--- src/sv/gvi_pkg.sv ---
// shared types, command codes and constants for the game value iteration block
package gvi_pkg;

  localparam int NUM_STATES_DEF      = 1024;
  localparam int NUM_CHOICES_DEF     = 4096;
  localparam int NUM_TRANSITIONS_DEF = 16384;

  localparam int FRAC_BITS = 31;
  localparam int SB_W      = 13;
  localparam int CB_W      = 15;
  localparam int VAL_W     = 32;
  localparam logic [VAL_W-1:0] FULL = VAL_W'(64'd1 << FRAC_BITS);

  localparam logic [31:0] PREC_RST  = 32'd2147;
  localparam logic [15:0] LIMIT_RST = 16'hFFFF;

  typedef enum logic [2:0] {
    CMD_SBOUND = 3'd0,
    CMD_CBOUND = 3'd1,
    CMD_TRANS  = 3'd2,
    CMD_INIT   = 3'd3,
    CMD_START  = 3'd4,
    CMD_READ   = 3'd5
  } cmd_e;

  typedef enum logic [2:0] {
    CFG_REL   = 3'd0,
    CFG_PREC  = 3'd1,
    CFG_MAXC  = 3'd2,
    CFG_CNT   = 3'd3,
    CFG_LIMIT = 3'd4
  } cfg_e;

  typedef enum logic [4:0] {
    S_IDLE, S_SCHK, S_SB0, S_SB1, S_SB2, S_CCHK, S_CB0, S_CB1, S_CB2,
    S_TCHK, S_TV, S_MUL, S_ACC, S_CEND, S_OLD, S_DIFF, S_DIV, S_UPD,
    S_FIN, S_RDV
  } state_e;

  typedef struct packed {
    logic [2:0]  cmd;
    logic [14:0] index;
    logic [14:0] bound;
    logic [9:0]  target;
    logic [31:0] weight;
    logic [31:0] value;
  } req_t;

  typedef struct packed {
    logic        kind;
    logic [31:0] value_out;
    logic        converged;
    logic [15:0] sweeps_done;
  } res_t;

  typedef struct packed {
    logic clr;
    logic mul;
    logic acc;
  } mac_ctrl_t;

endpackage

--- src/sv/gvi_mac.sv ---
// shared multiply and saturating accumulate unit for choice sums
module gvi_mac (
  input  logic                            clk_i,
  input  gvi_pkg::mac_ctrl_t              ctrl_i,
  input  logic [gvi_pkg::VAL_W-1:0]       weight_i,
  input  logic [gvi_pkg::VAL_W-1:0]       value_i,
  output logic [gvi_pkg::VAL_W-1:0]       acc_o
);

  logic [2*gvi_pkg::VAL_W-1:0] prod_q;
  logic [gvi_pkg::VAL_W-1:0]   acc_q, acc_d;
  logic [gvi_pkg::VAL_W:0]     prod_sh;
  logic [gvi_pkg::VAL_W-1:0]   prod_cap;
  logic [gvi_pkg::VAL_W:0]     sum;

  always_comb begin
    prod_sh  = (gvi_pkg::VAL_W+1)'(prod_q >> gvi_pkg::FRAC_BITS);
    prod_cap = (prod_sh > {1'b0, gvi_pkg::FULL}) ? gvi_pkg::FULL
                                                 : prod_sh[gvi_pkg::VAL_W-1:0];
    sum      = {1'b0, acc_q} + {1'b0, prod_cap};
    acc_d    = acc_q;
    if (ctrl_i.clr) begin
      acc_d = '0;
    end else if (ctrl_i.acc) begin
      acc_d = (sum > {1'b0, gvi_pkg::FULL}) ? gvi_pkg::FULL : sum[gvi_pkg::VAL_W-1:0];
    end
  end

  always_ff @(posedge clk_i) begin
    if (ctrl_i.mul) begin
      prod_q <= weight_i * value_i;
    end
    acc_q <= acc_d;
  end

  assign acc_o = acc_q;

endmodule

--- config.mk ---
export PLATFORM = sky130hd
export DESIGN_NAME = gvi_mac
export DESIGN_NICKNAME = d
export VERILOG_FILES = /design/src/sv/gvi_pkg.sv /design/src/sv/gvi_mac.sv
export SDC_FILE = /design/constraint.sdc
export NUM_CORES = 2
export LEC_CHECK = 0
export BUFFER_PORTS_ARGS = -buffer_cell sky130_fd_sc_hd__buf_2
export CAP_MARGIN = 30
export CELL_PAD_IN_SITES_DETAIL_PLACEMENT = 0
export CELL_PAD_IN_SITES_GLOBAL_PLACEMENT = 2
export CORE_ASPECT_RATIO = 1.75
export CORE_MARGIN = 2
export CORE_UTILIZATION = 40
export DETAILED_ROUTE_END_ITERATION = 6
export PLACE_DENSITY_LB_ADDON = 0.1
export SLEW_MARGIN = 20
export SYNTH_ARGS = -nofsm -noshare
export SYNTH_HDL_FRONTEND = slang
export SYNTH_SLANG_ARGS = --single-unit
--- constraint.sdc ---
create_clock -name clk_i -period 20.6 [get_ports clk_i]
set_input_delay 4.12 -clock clk_i [delete_from_list [all_inputs] [get_ports clk_i]]
set_output_delay 4.12 -clock clk_i [all_outputs]
set_load 0.03 [all_outputs]
==> flow_summary_export.csv <==
group,metric,value,unit
floorplan,core_area,0.0902,sq mm
floorplan,die_x,232,um
global_route,grt_pass1_wl,188,mm
cells_and_area,final_area,0.0381,sq mm
place,gp_congestion,0.870,
setup_path,crit_fanout,33,
cells_and_area,n_fill_cell,9235,
cts,htreeDepth,3,
setup_path,critical_path.cell_chain,"buf_2 > and2_1 > fa_1 > inv_1 > fa_1 > fa_1 > fa_1 > inv_1 > fa_1 > fa_1 > fa_1 > fa_1 > ha_1 > nand4_1 > nor4_1 > o211ai_1 > nor3_1 > o311ai_2 > o21ai_2 > a31oi_4 > o21ai_0 > xnor2_1",
cts,clkTransAtPathRegs,0.06,ns
cts,cts_tree,"built",
detailed_routing,initialDrtViolationCount,1098,
global_route,grt_use_total,27.9,%
timing,slew_headroom,31.2,%
cts,cts_sinks,65,
synth,yosys.area.top_type,"fa_1",
timing,grt_setup_unrepaired,"false",
detailed_routing,antenna_left,0,
setup_path,criticalPathCategory,"in2reg",
cells_and_area,layout_commonest_cell,"fa_1",
synth,synth.top_cell.area_share,49.4,%
global_route,grt_max_degree,34,
cells_and_area,nets,5133,
timing,fin_crit_sh,59.0,%
cells_and_area,drive_above_1_share,4.38,%
cells_and_area,syn2layout_area_growth,5.00,%
timing,slew_viol_final,0,
cts,ctsResizeCount,0,
timing,hold_violations,0,
cts,clockRootBuffer,"clkbuf_16",
detailed_routing,drt-vias-per-instance,5.25,
timing,worst_slew_pin_slew,1.03,ns
synth,ys.flop_type,"edfxtp_1",
setup_path,worst_path_most_repeated_cell,"fa_1",
setup_path,crit_path_max_incr_delay,0.74,ns
floorplan,fp-row-count,146,
min_path,hold_class,"reg2reg",
detailed_routing,routed_wl,126,mm
run_status,status,"finished clean",
timing,setup_viol,0,
synth,synth_edf_count,33,
floorplan,start_util,40.2,%
synth,ys_async_sr_fraction,0,%
setup_path,end_kind,"register",
detailed_routing,routedWlPerCell,24.8,um
setup_path,slowest_stage,"buf_2",
synth,yosysSeqAreaShare,4.49,%
timing,max_freq,82.3,MHz
detailed_routing,dr.pass1.iters,7,
synth,synth.area.top_cells,"fa_1 49%, and2_1 11%, ha_1 10%",
setup_path,critPathLaunchType,"input port",
cts,clk_path_buf_depth,2,
flow_run,drv_cap,0,
detailed_routing,drc,0,
timing,tns,0,ns
floorplan,dieHeight,403,um
floorplan,ioPinCount,100,
timing,period_needed,12.16,ns
place,numPortBuffers,99,
global_route,grt_pass1_vias,30549,
setup_path,worst_ep_required_time,20.70,ns
synth,syn_inst,3938,
place,dpl-instance-area,0.0378,sq mm
cells_and_area,layout_common_cells,"896 x fa_1, 894 x inv_1, 623 x and2_1, 482 x nand2_1, 292 x ha_1",
cts,ctsHoldBuffers,0,
cells_and_area,multi_input_area,0.0305,sq mm
synth,avgSynthCellArea,9.22,sq um
global_route,grt-ovfl-total,0,
timing,fin_skew,0.0160,ns
cells_and_area,seq_area,0.00163,sq mm
timing,whs,0.503,ns
synth,synth_seq_cells,65,
setup_path,worstPathArrival,12.26,ns
cells_and_area,final_util,42.2,%
synth,netlist_area,0.0363,sq mm
synth,syn_nets,5194,
place,dpl.hpwl,95.9,mm
synth,synth_cell_type_count,66,
cts,post-cts-setup-buffers,0,
detailed_routing,vias,26596,
floorplan,die_area,0.0933,sq mm
global_route,antenna_found_initial,0,
cts,numCtsBuffers,9,
cts,clk_latency,0.36,ns
synth,yosysWarnings,0,
==> Yosys cell counts (4+ instances only) <==
cell type,n
o211ai_1,6
a31oi_1,7
a22o_1,13
and2_1,623
clkbuf_1,204
a21o_1,38
ha_1,292
nand4_1,10
nor2_1,40
fa_1,896
o21bai_1,9
nor3_1,13
dfxtp_1,32
nor2b_1,11
nor4_1,12
xor2_1,21
nand3_1,29
a21oi_1,71
a211oi_1,7
edfxtp_1,33
a32o_1,19
o21ai_0,41
and3_1,5
o21a_1,10
o21ai_1,5
nand2b_1,10
xnor2_1,44
inv_1,894
and4_1,4
nand2_1,482
==> cells by family after synthesis <==
logic type	count (synthesis)	share of synthesized area, %
fa+ha+maj	1188	59.5
compound gates	267	5.16
xor+xnor	65	1.57
simple gates	1251	17.9
flops	65	4.49
buf+inv	1102	11.4
==> through the flow <==
stage               instances  setup WS, ns
finish                   5069          8.44
global route             5066          8.07
CTS                      5066          8.45
detailed placement       5050          8.13
global placement         5049          8.04
floorplan                3938          9.86
==> metal layers <==
metal / share of wire [%] / track usage, % / vias to the layer above / wire length (um)
met5: 0 / 0 / - / 0
met3: 2.2 / 1.64 / 266 / 2820
li1: - / - / 11458 / -
met1: 32 / 26.7 / 14301 / 39800
met2: 60 / 57.7 / 571 / 75500
met4: 6.0 / 14.4 / 0 / 7580
==> sequential cells by signal, summed over array words and instances (netlist names) <==
register,count
acc_o,32
prod_q,33
==> path summary, 6_finish.rpt <==
| path | cells after the start | start | slack (ns) | end |
|---|---|---|---|---|
| min | 1 | acc_o[7] | 0.50 | acc_o[7] |
| max | 22 | weight_i[21] | 8.44 | prod_q[62] |
| min reg2reg | 1 | acc_o[7] | 0.50 | acc_o[7] |
| max reg2reg | 18 | prod_q[63] | 15.66 | acc_o[30] |
==> worst max-delay path: cells and delay by family <==
family                     cells  cell delay [ns]
adders and majority gates      9             4.51
and+or+nand+nor                4             1.41
AOI/OAI and AO/OA              5             1.17
buffers and inverters          3             0.89
xor gates and xnor gates       1             0.08
==> cell type report <==
type | instances | area share, %
clock buffers | 10 | 0.601
clock inverters | 6 | 0.233
flip-flops and latches | 65 | 4.28
multi-input cells | 2771 | 80.1
well taps | 1184 | 3.89
repair buffers | 136 | 2.06
inverters | 894 | 8.80
diodes | 3 | 0.0197
Power is not shown: default switching activity piles up to over one toggle a cycle in this logic, so the estimate is an artifact.
