File: config.mk
export PLATFORM = sky130hd
export DESIGN_NAME = gvi_div
export DESIGN_NICKNAME = d
export VERILOG_FILES = /design/src/sv/gvi_div.sv
export SDC_FILE = /design/constraint.sdc
export NUM_CORES = 1
export LEC_CHECK = 0
export ABC_AREA = 1
export BUFFER_PORTS_ARGS = -buffer_cell sky130_fd_sc_hd__clkbuf_2
export CORE_MARGIN = 2
export CORE_UTILIZATION = 55
export DETAILED_ROUTE_END_ITERATION = 12
export PLACE_DENSITY = 0.77
export RECOVER_POWER = 25
export SLEW_MARGIN = 20
export SYNTH_ARGS = -nofsm -noshare
export SYNTH_HDL_FRONTEND = slang
export SYNTH_SLANG_ARGS = --single-unit
export TNS_END_PERCENT = 20
File: constraint.sdc
create_clock -name clk_i -period 4.2 [get_ports clk_i]
set_input_delay 0.21 -clock clk_i [delete_from_list [all_inputs] [get_ports clk_i]]
set_output_delay 0.21 -clock clk_i [all_outputs]
set_load 0.1 [all_outputs]
File: src/sv/gvi_div.sv
// restoring divider for relative change, one quotient bit per cycle
module gvi_div (
  input  logic        clk_i,
  input  logic        rst_ni,
  input  logic        start_i,
  input  logic [31:0] diff_i,
  input  logic [31:0] old_i,
  output logic        done_o,
  output logic [31:0] quot_o
);

  logic [31:0] rem_q, rem_d;
  logic [31:0] feed_q, feed_d;
  logic [31:0] quot_q, quot_d;
  logic [31:0] dvs_q, dvs_d;
  logic [5:0]  cnt_q, cnt_d;
  logic        run_q, run_d;
  logic        done_q, done_d;
  logic [32:0] trial;

  always_comb begin
    rem_d  = rem_q;
    feed_d = feed_q;
    quot_d = quot_q;
    dvs_d  = dvs_q;
    cnt_d  = cnt_q;
    run_d  = run_q;
    done_d = 1'b0;
    trial  = {rem_q, feed_q[31]};
    if (start_i) begin
      rem_d  = {1'b0, diff_i[31:1]};
      feed_d = {diff_i[0], 31'd0};
      dvs_d  = old_i;
      cnt_d  = 6'd32;
      run_d  = 1'b1;
    end else if (run_q) begin
      feed_d = {feed_q[30:0], 1'b0};
      if (trial >= {1'b0, dvs_q}) begin
        rem_d  = 32'(trial - {1'b0, dvs_q});
        quot_d = {quot_q[30:0], 1'b1};
      end else begin
        rem_d  = trial[31:0];
        quot_d = {quot_q[30:0], 1'b0};
      end
      cnt_d = cnt_q - 6'd1;
      if (cnt_q == 6'd1) begin
        run_d  = 1'b0;
        done_d = 1'b1;
      end
    end
  end

  always_ff @(posedge clk_i or negedge rst_ni) begin
    if (!rst_ni) begin
      run_q  <= 1'b0;
      done_q <= 1'b0;
      cnt_q  <= '0;
    end else begin
      run_q  <= run_d;
      done_q <= done_d;
      cnt_q  <= cnt_d;
    end
  end

  always_ff @(posedge clk_i) begin
    rem_q  <= rem_d;
    feed_q <= feed_d;
    quot_q <= quot_d;
    dvs_q  <= dvs_d;
  end

  assign done_o = done_q;
  assign quot_o = quot_q;

endmodule

==> results of run 1 <==
==> cell families (layout without fill, tap and decap cells) <==
group | count (synthesis) | count (layout) | share of synthesized area [%]
AOI/OAI and AO/OA | 37 | 37 | 2.89
xor gates and xnor gates | 15 | 15 | 1.95
adders and majority gates | 35 | 35 | 6.60
buffers and inverters | 206 | 308 | 11.9
DFF | 105 | 105 | 45.9
and+or+nand+nor | 500 | 500 | 30.7
==> power by group <==
group | total [mW] | switching, mW | internal [mW]
clock network | 0.863 | 0.410 | 0.453
logic | 2.82 | 1.89 | 0.930
registers | 1.55 | 0.131 | 1.42
total | 5.24 | 2.43 | 2.81
==> layer usage <==
| layer | up-vias | GRT usage (%) | share of wire, % | wire (µm) |
|---|---|---|---|---|
| li1 | 2979 | - | - | - |
| met1 | 2524 | 33.8 | 47 | 7220 |
| met2 | 146 | 38.8 | 46 | 7050 |
| met3 | 26 | 5.38 | 5.2 | 791 |
| met4 | 0 | 7.55 | 1.8 | 271 |
| met5 | - | 0 | 0 | 0 |
==> metrics by stage <==
| step | util, % | setup slack (ns) |
|---|---|---|
| 5_1_grt | 64.0 | 1.05 |
| 6_report | 64.0 | 1.28 |
| 3_3_place_gp | 61.3 | 1.36 |
| 2_1_floorplan | - | 1.90 |
| 3_5_place_dp | 61.3 | 1.35 |
| 4_1_cts | 64.0 | 1.30 |
==> area by class of cell <==
type / instances / area (µm²) / share of cell area, %
Sequential cell: 105 / 3100 / 40.4
Multi-Input combinational cell: 587 / 2850 / 37.1
Inverter: 189 / 709 / 9.23
Timing Repair Buffer: 103 / 527 / 6.85
Clock buffer: 11 / 254 / 3.31
Tap cell: 147 / 184 / 2.39
Clock inverter: 5 / 53.8 / 0.700
==> sequential cells by signal, summed over array words and instances (netlist names) <==
signal,flops
cnt_q,6
done_o,1
dvs_q,32
feed_q,1
quot_o,32
rem_q,32
run_q,1
==> cell usage in the layout, fill, tap and decap left out <==
cell type,netlist,routed
nand3_1,86,86
nor2_1,44,43
inv_2,0,1
a21oi_2,1,1
inv_1,188,188
dfrtp_1,8,8
xnor2_1,15,15
nor2_4,0,1
or2_1,1,1
clkinv_8,0,1
inv_6,0,2
dfxtp_1,1,1
and2_1,4,4
dlygate4sd3_1,0,1
or3b_2,1,1
clkbuf_1,7,2
nor3_2,1,1
nand2_2,3,3
nand2_4,2,2
o21ai_0,6,6
nor3_1,9,9
nand3_2,1,1
inv_8,0,1
o21ai_1,1,1
nand4_1,2,2
nand2_1,340,340
clkbuf_16,0,10
clkinv_4,0,1
ha_1,34,34
a21oi_1,26,26
edfxtp_1,96,96
clkbuf_2,0,98
o21bai_1,2,2
nor4_1,1,1
o22ai_1,1,1
nand3b_1,5,5
fa_1,1,1
buf_4,0,3
==> worst max-delay path by stage <==
| stage | endpoint | slack [ns] | depth (start not counted) | startpoint |
|---|---|---|---|---|
| 3_5_place_dp | rem_q[10] | 1.35 | 10 | rem_q[24] |
| 2_1_floorplan | quot_o[0] | 1.90 | 2 | run_q |
| 3_3_place_gp | rem_q[4] | 1.36 | 10 | rem_q[25] |
| 6_report | rem_q[2] | 1.28 | 10 | rem_q[25] |
| 4_1_cts | rem_q[2] | 1.30 | 10 | rem_q[25] |
| 5_1_grt | rem_q[12] | 1.05 | 10 | rem_q[24] |
==> metrics.txt, run 1 <==
most frequent cell after synthesis nand2_1; Setup violations, final 0; GR Overflow Total 0; TNS Setup 0 ns; CP Capture Type flip-flop; area of the core 12000 µm²; Worst Hold End dvs_q[27]; Finished Layout Cells between 1000 and 1500; die area ~13000 µm²; fin area 7680 µm²; synth unique cells 31; max_cap viols 0; Initial Utilization a little under three fifths; RSZ-0062 raised after global routing no; Tot GR Track Use about 24%; routability congestion estimate ~0.95; post-CTS sizing 0; VDD IR max roughly 0.42 mV; post-layout min period 2.92 ns; WHS between 0.006 and 0.007 ns; Num CTS Buffers 9; Die Span Y 115 µm; Core Rows 40; post-synth top area share about 43%; Hold Path Origin old_i[27]; share of post-route cells with drive strength above 1 between 10% and 20%; antenna violations before repair 0; CP bufs+invs 1; worst-margin pin slew approximately 0.95 ns; router iterations before antenna repair 5; Fillers about 1100; root buffer cell clkbuf_16; Post-CTS Setup Bufs 0; Final HPWL DP approximately 12 mm; final slew viol count 0; top post-synthesis cells by area edfxtp_1 43%, nand2_1 19%, inv_1 10%; 1st-iter DRT viols roughly 340; Antenna Violating Nets Remaining 0; Yosys top cell by area edfxtp_1; worst reg2reg endpoint rem_q[2]; io pins 100; worst-path fanout max 19; Clk Latency, worst-skew pair about 0.37 ns; Cells after Synth ~900; hold path depth 1; worst min-delay path category in2reg; Ant. Diodes 0; cts hold-fix bufs 1; predominant post-synthesis flop cell edfxtp_1; reg2reg setup slack 1.28 ns; WS Path Type reg2reg; PnR Total Power 5.24 mW; CTS sink cnt ~110; CTS tree done; Leakage between 4 and 5 nW; DR vias/cell 4.95; Async S/R FF share, synth under 10%; commonest cells in the netlist 340 x nand2_1, 188 x inv_1, 96 x edfxtp_1, 86 x nand3_1, 44 x nor2_1; reg-to-reg startpoint rem_q[25]; first-pass GRT wire length ~25 mm; final wirelength between 15 and 20 mm; Pwr per Cell Area about 700 nW/µm²; DP Area 7370 µm²; Residual DRC 0; fmax between 300 and 400 MHz; dpl cells 1130; via count ~5700; WP data required between 4 and 5 ns; Data arrival, critical path roughly 3.1 ns; vias in the first global route between 5000 and 6000; die width ~110 µm; register area share after synthesis a little under half; Worst path max stage delay approximately 0.61 ns; fin crit share a little over two thirds; Worst setup SP type flip-flop; nets about 1100; number of synthesized flops with an enable pin between 90 and 100; largest net degree at the start of global routing just over 40; Slew Limit Headroom approximately 36%; WL per Instance ~13 µm; Clock Path Buffers 2; syn avg cell area 7.52 µm²; Worst path slowest cell a21oi_2; Mapped Nets 1000; Syn Std Cell Area 6750 µm²; skew final around 0.016 ns; Worst-path clk slew around 0.08 ns; Hold Vio Cnt, Final 0; YS warnings 0; FF+latch count, synth between 100 and 150; H-tree depth 3; Port Buf Inserts 99; area grow syn2layout 13.8%; CP cell instances ha_1, a21oi_1, nor2_1, nor2_1, o21ai_1, a21oi_2, buf_4, nand3_1, nand3_1, nand2_1; family with the most delay on the worst path compound AO/OA/AOI/OAI gates; Worst R2R Path Depth 10; status finished, final reports clean
(Power assumes the default switching activity.)
==> run 2: changes to the inputs <==
ABC_AREA = 0   (was 1)
PLACE_DENSITY = 0.78   (was 0.77)
clock period = 2.8 ns   (was 4.2 ns; I/O delays follow)
==> run 2 against run 1 <==
Effect of this change: the run now ends with setup timing left; area after synthesis is 12% lower; routed wire length is 13% lower; highest routed layer unchanged; clock skew is 0.0094 ns lower; final cell count is 25% lower; worst setup slack worse by 1.5 ns; clock-buffer cell count is 2 lower; final area is 0.37% higher; combinational power is 78% higher; worst hold slack better by 0.023 ns; synthesized cell count is 42% lower.
==> metrics.txt, run 2 <==
worst min-delay path category in2reg; Syn Std Cell Area between 5000 and 6000 µm²; area of the core 10400 µm²; Fillers approximately 750; area grow syn2layout 29.6%; via count around 4700; first-pass GRT wire length about 22 mm; fmax approximately 330 MHz; DP Area about 6900 µm²; max_cap viols 0; Ant. Diodes 0; Clock Path Buffers 2; Mapped Nets roughly 630; commonest cells in the netlist 96 x edfxtp_1, 52 x nand2_1, 43 x inv_1, 34 x ha_1, 31 x a21oi_1; GR Overflow Total 0; Core Rows 37; final wirelength roughly 13 mm; CTS tree done; Data arrival, critical path between 3 and 4 ns; RSZ-0062 raised after global routing yes; Initial Utilization approximately 57%; Residual DRC 0; skew final around 0.0062 ns; fin crit share 109%; H-tree depth 3; syn avg cell area between 10 and 15 µm²; nets about 820; main combinational cell family by area after synthesis compound AO/OA/AOI/OAI gates; Cells after Synth roughly 520; failing checks setup timing; WS Path Type reg2reg; PnR Total Power ~8.4 mW; DR vias/cell 5.44; number of synthesized flops with an enable pin 96; Hold Vio Cnt, Final 0; largest net degree at the start of global routing 64; final setup margin -0.263 ns; Num CTS Buffers 9; Die Span Y around 110 µm; status finished, violations left; die area ~12000 µm²; routability congestion estimate 0.844; router iterations before antenna repair 5; predominant post-synthesis flop cell edfxtp_1; multiplexer area fraction after synthesis 3.74%; Setup violations, final 19; fin area approximately 7700 µm²; Port Buf Inserts a little under 100; FF+latch count, synth approximately 110; share of post-route cells with drive strength above 1 a little under a third; worst-path fanout max 3; io pins 100; die width roughly 110 µm; post-synth top area share 48.4%; post-layout min period around 3.1 ns; final slew viol count 0; Worst-path clk slew between 0.1 and 0.15 ns; register area share after synthesis a little over half; Leakage around 3.4 nW; WP data required between 2 and 3 ns; antenna violations before repair 0; Compound-Gate Fraction of Synth Area approximately 14%; Finished Layout Cells 860; top post-synthesis cells by area edfxtp_1 48%, ha_1 7.1%, dfrtp_1 3.4%; Antenna Violating Nets Remaining 0; Clk Latency, worst-skew pair roughly 0.40 ns; Synth Area in XOR/XNOR 4.56%; worst-margin pin slew around 0.55 ns; root buffer cell clkbuf_8; CP Capture Type flip-flop; Adder-Cell Fraction of Synth Area between 7 and 8%; 1st-iter DRT viols between 200 and 250; most frequent cell after synthesis edfxtp_1; Slew Limit Headroom roughly 63%; simple logic cell fraction of the synthesized area about 13%; WL per Instance between 15 and 20 µm; Async S/R FF share, synth under 10%; Yosys top cell by area edfxtp_1; most frequent cells in the layout 96 x edfxtp_1, 96 x clkbuf_2, 67 x buf_4; VDD IR max 0.658 mV; WHS between 0.03 and 0.04 ns; synth unique cells 71; Final HPWL DP around 9.5 mm; Worst setup SP type flip-flop; dpl cells ~800; Finished Core Util approximately three quarters; CTS sink cnt between 100 and 150; YS warnings 0; Pwr per Cell Area roughly 1100 nW/µm²; Tot GR Track Use 24.1%; vias in the first global route 4844
==> run 2: cell types whose count changed in the layout (fill, tap and decap cells not counted), sizes merged, moves of 20 or more <==
| cell | change |
|---|---|
| nor2 | -26 |
| inv | -144 |
| o21ai | +22 |
| dlygate4sd3 | +36 |
| buf | +65 |
| nand2 | -293 |
| mux2i | +20 |
| nand3 | -79 |
==> run 2: repair_timing <==
item	4_1_cts	5_1_grt
pin swaps	11	6
setup buffers	7	4
hold endpoints to repair	44	0
endpoints found under the setup margin	30	32
hold buffers	37	0
gates resized for setup	24	11
==> run 2: cell type report <==
cell class	count	area, µm²	area share (%)
sequential	105	3100	40.2
multi-input combinational	356	2680	34.8
timing repair buffer	203	1380	17.9
inverter	44	173	2.24
tap	136	170	2.21
clock buffer	9	124	1.61
clock inverter	7	81.3	1.05
==> run 2: report_power, final <==
group / switching (mW) / leakage [nW] / internal [mW]
Sequential: 0.226 / 1.08 / 2.19
Combinational: 2.76 / 2.22 / 2.25
Clock: 0.591 / 0.104 / 0.358
Total: 3.58 / 3.41 / 4.80
==> run 2: logic make-up (layout without fill, tap and decap cells) <==
family,after synthesis,after routing
AOI/OAI and AO/OA,123,123
xor gates and xnor gates,31,31
adders and majority gates,35,35
buffers and inverters,63,263
DFF,105,105
muxes,22,22
and+or+nand+nor,145,145
==> run 2: worst max-delay path, stage by stage, from the launching register on <==
cell and delay [ns]:
edfxtp_1 0.39, inv_2 0.09, ha_4 0.14, inv_2 0.04
fa_2 0.34, a21o_1 0.20, a221oi_4 0.25, nor2_2 0.07
or4_4 0.53, a211oi_4 0.27, nor2_4 0.07, mux2i_1 0.18
a31o_2 0.20, a21oi_2 0.06
==> run 2: layer usage <==
metal	part of all wire, %	GRT usage (%)	vias up
met5	0	0	-
met4	2.6	10.7	0
met3	5.2	5.24	27
met2	51	42.1	139
met1	42	28.4	2200
li1	-	-	2311
==> run 2: final timing paths <==
kind / to / depth (start not counted) / start / slack [ns]
hold reg to reg: quot_o[31] / 0 / quot_o[30] / 0.46
min in group asynchronous: run_q / 2 / rst_ni / 0.17
max in group asynchronous: done_o / 2 / rst_ni / 2.34
hold / removal: rem_q[9] / 3 / diff_i[10] / 0.03
setup / recovery: rem_q[28] / 13 / feed_q[31] / -0.26
setup reg to reg: rem_q[28] / 13 / feed_q[31] / -0.26
==> run 2: per-stage QoR <==
stage	setup slack (ns)	TNS, ns
detailed placement	-0.295	-2.73
global placement	-0.163	-0.721
global route	-0.364	-5.10
CTS	-0.181	-0.893
finish	-0.263	-1.61
floorplan	-0.0985	-0.301
